===== src/euler_rotate_double_integrate_top_defines.svh =====
// Assertion macros for the dead reckoning top level.
// No dependencies; included by the top level only.
`ifndef EULER_ROTATE_DOUBLE_INTEGRATE_TOP_DEFINES_SVH
`define EULER_ROTATE_DOUBLE_INTEGRATE_TOP_DEFINES_SVH
// implication checked on every edge outside reset
`define ERDI_ASSERT_IMP(label, a, c, msg) \
  label: assert property (@(posedge clk) disable iff (rst) (a) |-> (c)) else $error(msg);
// next-cycle implication
`define ERDI_ASSERT_NXT(label, a, c, msg) \
  label: assert property (@(posedge clk) disable iff (rst) (a) |=> (c)) else $error(msg);
`endif


===== src/erdi_pkg.sv =====
// Shared types, constants and the arctangent table for the dead reckoning block.
// No dependencies.
`timescale 1ns / 1ps
package erdi_pkg;
  localparam int SampleWidth = 16;
  localparam int AccWidth = 32;
  localparam int CordicIters = 16;

  typedef enum logic [2:0] {
    REG_GAIN = 3'd0, REG_OFF_X = 3'd1, REG_OFF_Y = 3'd2, REG_OFF_Z = 3'd3, REG_DT = 3'd4
  } reg_idx_t;

  typedef struct packed {
    logic signed [15:0] accel_x;
    logic signed [15:0] accel_y;
    logic signed [15:0] accel_z;
    logic signed [15:0] roll_angle;
    logic signed [15:0] pitch_angle;
    logic signed [15:0] yaw_angle;
  } in_beat_t;

  typedef struct packed {
    logic signed [31:0] vel_x;
    logic signed [31:0] vel_y;
    logic signed [31:0] vel_z;
    logic signed [31:0] disp_x;
    logic signed [31:0] disp_y;
    logic signed [31:0] disp_z;
  } out_beat_t;

  function automatic logic signed [16:0] atan_entry(input logic [3:0] i);
    case (i)
      4'd0: atan_entry = 17'sd8192;  4'd1: atan_entry = 17'sd4836;
      4'd2: atan_entry = 17'sd2555;  4'd3: atan_entry = 17'sd1297;
      4'd4: atan_entry = 17'sd651;   4'd5: atan_entry = 17'sd326;
      4'd6: atan_entry = 17'sd163;   4'd7: atan_entry = 17'sd81;
      4'd8: atan_entry = 17'sd41;    4'd9: atan_entry = 17'sd20;
      4'd10: atan_entry = 17'sd10;   4'd11: atan_entry = 17'sd5;
      4'd12: atan_entry = 17'sd3;    4'd13: atan_entry = 17'sd1;
      4'd14: atan_entry = 17'sd1;    default: atan_entry = 17'sd0;
    endcase
  endfunction

  function automatic logic signed [15:0] clamp16(input logic signed [19:0] v);
    if (v > 20'sd32767) clamp16 = 16'sh7fff;
    else if (v < -20'sd32768) clamp16 = 16'sh8000;
    else clamp16 = v[15:0];
  endfunction
endpackage


===== src/erdi_cordic_lane.sv =====
// One sine/cosine lane: iterative CORDIC, one micro-rotation per cycle.
// Depends on erdi_pkg.
`timescale 1ns / 1ps
module erdi_cordic_lane import erdi_pkg::*; (
  input  logic               clk,
  input  logic               rst,
  input  logic               start,
  input  logic [15:0]        angle,
  output logic               busy,
  output logic signed [15:0] sin_q,
  output logic signed [15:0] cos_q
);
  logic signed [19:0] x, y;
  logic signed [17:0] z;
  logic [3:0] iter;
  logic flip;
  logic [15:0] neg, fold;
  logic signed [19:0] x_out, y_out;

  assign neg = 16'd0 - angle;
  assign fold = neg + 16'h8000;
  assign x_out = flip ? -x : x;
  assign y_out = flip ? -y : y;

  always_ff @(posedge clk) begin
    if (rst) begin
      busy <= 1'b0;
    end else if (start) begin
      busy <= 1'b1;
      iter <= '0;
      x <= 20'sd19898;
      y <= '0;
      if ($signed(neg) > 16'sd16384 || $signed(neg) < -16'sd16384) begin
        flip <= 1'b1;
        z <= 18'($signed(fold));
      end else begin
        flip <= 1'b0;
        z <= 18'($signed(neg));
      end
    end else if (busy) begin
      if (z >= 0) begin
        x <= x - (y >>> iter);
        y <= y + (x >>> iter);
        z <= z - 18'(atan_entry(iter));
      end else begin
        x <= x + (y >>> iter);
        y <= y - (x >>> iter);
        z <= z + 18'(atan_entry(iter));
      end
      iter <= iter + 4'd1;
      if (iter == 4'(CordicIters - 1)) busy <= 1'b0;
    end
  end

  assign cos_q = clamp16(x_out);
  assign sin_q = clamp16(y_out);
endmodule


===== config.mk =====
export PLATFORM = sky130hd
export DESIGN_NAME = erdi_cordic_lane
export DESIGN_NICKNAME = d
export VERILOG_FILES = /design/src/euler_rotate_double_integrate_top_defines.svh /design/src/erdi_pkg.sv /design/src/erdi_cordic_lane.sv
export SDC_FILE = /design/constraint.sdc
export NUM_CORES = 1
export LEC_CHECK = 0
export BUFFER_PORTS_ARGS = -buffer_cell sky130_fd_sc_hd__buf_2
export CAP_MARGIN = 20
export CORE_ASPECT_RATIO = 1.4
export CORE_MARGIN = 3
export CORE_UTILIZATION = 55
export DETAILED_ROUTE_END_ITERATION = 12
export PLACE_DENSITY = 0.73
export RECOVER_POWER = 100
export SETUP_SLACK_MARGIN = 0.05
export SLEW_MARGIN = 20
export SYNTH_ARGS = -nofsm -noshare
export SYNTH_HDL_FRONTEND = slang
export SYNTH_SLANG_ARGS = --single-unit

===== constraint.sdc =====
create_clock -name clk -period 7.2 [get_ports clk]
set_input_delay 0.36 -clock clk [delete_from_list [all_inputs] [get_ports clk]]
set_output_delay 0.36 -clock clk [all_outputs]
set_load 0.05 [all_outputs]

==> run metrics, run 1 <==
Wirelength per Cell 18.8 um; RSZ-0062 raised after global routing false; syn_area_per_cell 8.44 sq um; cell mode on critical path o21ai_0; PwrDens 387 nW/um^2; cell-internal power 2.05 mW; top post-synthesis cells by area edfxtp_1 18%, mux4_2 9.9%, ha_1 8.4%; ys flop type edfxtp_1; class of the most critical hold timing path in2reg; Static Leak 4.20 nW; commonest non-fill, non-tap cell in the layout nand2_1; Hold Path Depth 2; Max Fanout on Critical Path 24; CTS tree done; area grow syn2layout 4.91%; Syn Nets 1326; Psw 2.18 mW; Final GP Congestion 0.936; clk_skew 0.00944 ns; gr usage total 0.272; initial DRC count 684; # hold bufs at CTS 0; Max Cap Viol 3; vias in the first global route 9072; total clock sinks 78; layout cells sized above 1 0.107; commonest cells after routing, fill and taps aside 114 x nand2_1, 113 x o21ai_0, 104 x nor2_1, 88 x xor2_1, 70 x ha_1; clock power share 0.112; hold_ws 0.229 ns; f_max 169 MHz; antenna-violating nets left 0; VDD IR max 0.172 mV; DR pass1 iterations 5; clk slew on worst S/H paths 0.06 ns; total CTS buffers 9; Die Span Y 169 um; Post-Route WL 27700 um; status finished with violations; Post-synth ARST share 0; clock tree buffer depth 2; synthesis warning total 0; worst reg-to-reg path cell count 19; Core Rows 58; Max H-tree Level 3; largest net degree at the start of global routing 67; final slew viol count 147; final setup fails 0; antenna diode count 0; setup TNS 0 ns; placed wire-length estimate 20400 um; via count 9449; Initial Util 0.569; die width 122 um; CTS resizes 0; post-CTS setup buffer count 0; Final Critical Period 5.91 ns; Final Hold Fails 0; post-synth top area cell edfxtp_1; Yosys top cell area share 0.182; violated checks capacitance limit, slew limit; core box area 18300 sq um; Final Cycle Share 0.821; Crit. End Element register; Worst slew margin -0.777; vias per inst 6.41; CP Data Required Time 7.25 ns; crit-path cells buf_4, mux2_2, mux2i_1, a21oi_1, o21ai_0, nand3_1, or3_1, o41ai_1, xnor2_1, o21ai_0, ha_1, a21oi_1, o21ai_0, or3_1, nor3_1, o21ai_0, o211ai_1, xnor2_1, nor2_1; Sequential Power Share 0.228; arrival time at the worst endpoint 5.97 ns; io pins 52; Final #Nets 1320; Setup crit start kind register; Crit Path Class reg2reg; worst slew pin tran 2.67 ns; first-pass GRT wire length 45300 um; Die Area 20600 sq um; CTS root buffer clkbuf_16; register area share after synthesis 0.211; port bufs 51; cell at the slowest stage of the critical path edfxtp_1; initial antenna violation count 0; clk_lat worst skew 0.35 ns; sw frac 0.515; Logic pwr share 0.660; register bit total from synthesis 78; Worst path max stage delay 0.68 ns; total grt overflow 0; Cell Area, Synth 10400 sq um; Synth Instances 1234; Yosys cell types 75; EDFF count, synth 63; drc violations 0
metal layers:
layer,vias to the layer above,global-route usage,share of wire
li1,4558,-,-
met1,4481,0.318,0.39
met2,330,0.494,0.50
met3,80,0.0394,0.067
met4,0,0.111,0.040
met5,-,0,0
cell usage after synthesis, types with 14 or more instances:
library cell    n
edfxtp_1       63
clkbuf_1       59
nor3_1         39
xnor2_1        41
a21oi_1        62
nand2b_1       26
mux2i_1        23
nand3_1        23
mux4_2         46
mux2_2         22
xor2_1         88
nor2_1        104
o31ai_1        26
or3_1          16
inv_1          42
nor2b_1        14
dfxtp_1        15
a21o_1         18
ha_1           70
o21ai_0       113
nand2_1       114
o41ai_1        15
worst max-delay path: cells and delay by family, from the launching register on:
kind	cells	cell delay (ns)
simple gates	5	1.40
buf+inv	1	0.48
mux	2	0.74
fa+ha+maj	1	0.38
compound gates	8	1.63
flops	1	0.68
xor+xnor	2	0.30
power by group through the flow:
stage / logic (mW) / clock network (mW) / registers (mW)
detailed placement: 2.79 / 0 / 0.954
finish: 2.79 / 0.472 / 0.965
global route: 3.11 / 0.502 / 0.972
global placement: 2.75 / 0 / 0.951
CTS: 2.81 / 0.486 / 0.946
floorplan: 2.41 / 0 / 0.746
cell type report:
class,count,area [sq um]
Clock inverter,7,71.3
Timing Repair Buffer,65,305
Multi-Input combinational cell,1029,7660
Inverter,45,169
Fill cell,1715,7360
Clock buffer,9,225
Sequential cell,78,2190
Tap cell,240,300
metrics by stage:
| stage | instances | setup slack (ns) | util | power, mW | cell area, sq um |
|---|---|---|---|---|---|
| after floorplan | 1234 | 2.07 | - | 3.15 | 10400 |
| after global placement | 1457 | 1.57 | 0.585 | 3.70 | 10700 |
| after detailed placement | 1457 | 1.42 | 0.585 | 3.75 | 10700 |
| after CTS | 1473 | 1.39 | 0.601 | 4.24 | 11000 |
| after global routing | 1473 | 0.674 | 0.597 | 4.58 | 10900 |
| final | 1473 | 1.29 | 0.597 | 4.23 | 10900 |
cells by family (layout without fill, tap and decap cells):
logic type,count (synthesis),after routing,synth area share
and+or+nand+nor,402,402,0.188
AOI/OAI and AO/OA,331,331,0.200
xor gates and xnor gates,130,130,0.111
buffers and inverters,127,126,0.0526
muxes,93,93,0.149
DFF,78,78,0.211
adders and majority gates,73,73,0.0899
worst paths after layout:
check / slack (ns) / startpoint / end
max: 1.29 / iter[0]$_SDFFCE_PP0P_ / x[19]$_SDFFCE_PP0P_
min: 0.23 / rst / busy$_SDFF_PP0_
max reg2reg: 1.29 / iter[0]$_SDFFCE_PP0P_ / x[19]$_SDFFCE_PP0P_
min reg2reg: 0.58 / busy$_SDFF_PP0_ / busy$_SDFF_PP0_
Note: power is estimated with default switching activity, not from simulation.
==> inputs of run 2 (changes only) <==
- PLACE_DENSITY: 0.73 -> 0.76
- clock period: 7.2 -> 5.2 ns (I/O delays scaled with it)
==> run 2 against run 1 <==
Effect of this change:
- the run now ends clean
- maximum frequency grew 18%
- die area is the same
- sequential share of layout area shrank 1.5 points
- via count grew 5.4%
- final area grew 8.1%
- flip-flop and latch count is the same
- combinational power grew 61%
- cell count grew 5.0%
- non-clock buffer count grew 73
- global-route usage grew 0.52 points
- worst hold slack lost 0.099 ns
- critical path type unchanged
- critical endpoint unchanged
- highest routed layer unchanged
==> run metrics, run 2 (synthesis results as in run 1) <==
status finished clean; clock tree buffer depth 2 (unchanged); arrival time at the worst endpoint 5.10 ns (-0.87 ns); clk_skew 0.0117 ns (+0.00224 ns); gr usage total 0.278 (+0.00522); PwrDens 534 nW/um^2 (+38%); port bufs 51 (unchanged); commonest cells after routing, fill and taps aside 114 x nand2_1, 107 x o21ai_0, 103 x nor2_1, 88 x xor2_1, 80 x buf_4; cell at the slowest stage of the critical path mux4_2; class of the most critical hold timing path in2reg; Final Critical Period 5.01 ns (-0.904 ns); worst slew pin tran 1.08 ns (-1.59 ns); Crit. End Element register; Max Fanout on Critical Path 5 (-79%); Wirelength per Cell 19.0 um (+1.3%); commonest non-fill, non-tap cell in the layout nand2_1; initial DRC count 1035 (+51%); Die Span Y 169 um (unchanged); area grow syn2layout 13.4%; total clock sinks 78 (unchanged); # hold bufs at CTS 0 (unchanged); Core Rows 58 (unchanged); f_max 200 MHz (+18%); crit-path cells buf_4, buf_12, buf_4, mux4_2, mux4_2, nor2_2, nand3_2, or3_4, o41ai_4, xnor2_1, o21ai_1, ha_1, a21oi_2, o21ai_1, or3_1, nor3_2, o21ai_1, o211ai_1, xnor2_1, nor2_1; CTS tree done; Max Cap Viol 0 (-3); clk slew on worst S/H paths 0.06 ns (about the same); CP Buf/Inv Count 3 (+2); Power, Total 6.30 mW (+49%); drc violations 0 (unchanged); VDD IR max 0.223 mV (+30%); io pins 52 (unchanged); layout cells sized above 1 0.208 (+0.101); Worst slew margin 0.278 (+1.06); vias in the first global route 9353 (+3.1%); Setup crit start kind register; Static Leak 4.73 nW (+13%); via count 9957 (+5.4%); largest net degree at the start of global routing 48 (-28%); RSZ-0062 raised after global routing true; core box area 18300 sq um (unchanged); DR pass1 iterations 6 (+1); Crit Path Class reg2reg; antenna diode count 0 (unchanged); cell mode on critical path o21ai_1; CTS root buffer clkbuf_16; antenna-violating nets left 0 (unchanged); Final GP Congestion 1.02 (+8.5%); clk_lat worst skew 0.36 ns (about the same); vias per inst 6.44 (+0.34%); first-pass GRT wire length 45800 um (+1.1%); Initial Util 0.569 (unchanged); CP Data Required Time 5.29 ns (-1.96 ns); initial antenna violation count 0 (unchanged); Die Area 20600 sq um (unchanged); Final Hold Fails 0 (unchanged); cell family with most CP delay simple AND/OR/NAND/NOR gates; Post-Route WL 29400 um (+6.4%); placed wire-length estimate 21800 um (+6.6%); Worst path max stage delay 0.56 ns (-0.12 ns); Final Worst Setup Slack 0.190 ns (-1.10 ns); Place WS -0.145 ns (-1.56 ns); total CTS buffers 9 (unchanged); final slew viol count 0 (-100%); die width 122 um (unchanged); total grt overflow 0 (unchanged); Final Cycle Share 0.963 (+0.142); final setup fails 0 (unchanged); Final #Nets 1394 (+5.6%); Max H-tree Level 3 (unchanged)
[run 2: power by group]
part | total, mW | internal (mW) | switching (mW) | leakage, nW
combinational | 4.50 | 1.82 | 2.68 | 3.86
sequential | 1.14 | 0.913 | 0.232 | 0.728
clock | 0.653 | 0.368 | 0.285 | 0.143
total | 6.30 | 3.10 | 3.20 | 4.73
[run 2: final timing paths]
path | from | endpoint | slack [ns] | depth (start not counted)
hold reg to reg | busy$_SDFF_PP0_ | busy$_SDFF_PP0_ | 0.55 | 2
hold / removal | rst | busy$_SDFF_PP0_ | 0.13 | 2
setup reg to reg | iter[0]$_SDFFCE_PP0P_ | x[19]$_SDFFCE_PP0P_ | 0.19 | 20
setup / recovery | iter[0]$_SDFFCE_PP0P_ | x[19]$_SDFFCE_PP0P_ | 0.19 | 20
[run 2: timing repair]
item | CTS | global route
gates resized for setup | 4 | 30
setup endpoints to repair | 5 | 13
setup buffers | 0 | 21
gates cloned | 0 | 4
pin swaps | 0 | 6
[run 2: routing by layer]
| metal | wire (um) | share of wire | track usage |
|---|---|---|---|
| met3 | 2120 | 0.072 | 0.0448 |
| met2 | 14800 | 0.50 | 0.498 |
| met4 | 1620 | 0.055 | 0.137 |
| met1 | 10900 | 0.37 | 0.315 |
| met5 | 0 | 0 | 0 |
[run 2: cell type report]
cell class	instances	area, sq um
Timing Repair Buffer	138	1010
Sequential cell	78	2190
Clock buffer	11	264
Tap cell	240	300
Fill cell	1485	6480
Clock inverter	5	41.3
Multi-Input combinational cell	1030	7840
Inverter	45	169
[run 2: worst register-to-register path: cells and delay by family (launching register included)]
family / cells / cell delay, ns
and+or+nand+nor: 6 / 1.33
muxes: 2 / 1.04
AOI/OAI and AO/OA: 6 / 0.87
buffers and inverters: 3 / 0.43
DFF: 1 / 0.40
adders and majority gates: 1 / 0.38
xor gates and xnor gates: 2 / 0.29
[run 2: per-stage QoR]
step | hold slack (ns) | cell area, sq um | setup TNS (ns) | util | cells
after global routing | 0.128 | 11800 | -0.0699 | 0.646 | 1547
final | 0.130 | 11800 | 0 | 0.646 | 1547
after CTS | 0.117 | 11400 | 0 | 0.625 | 1522
after floorplan | 0.332 | 10400 | 0 | - | 1234
after detailed placement | 0.491 | 11100 | -0.170 | 0.607 | 1506
after global placement | 0.491 | 11100 | 0 | 0.607 | 1506
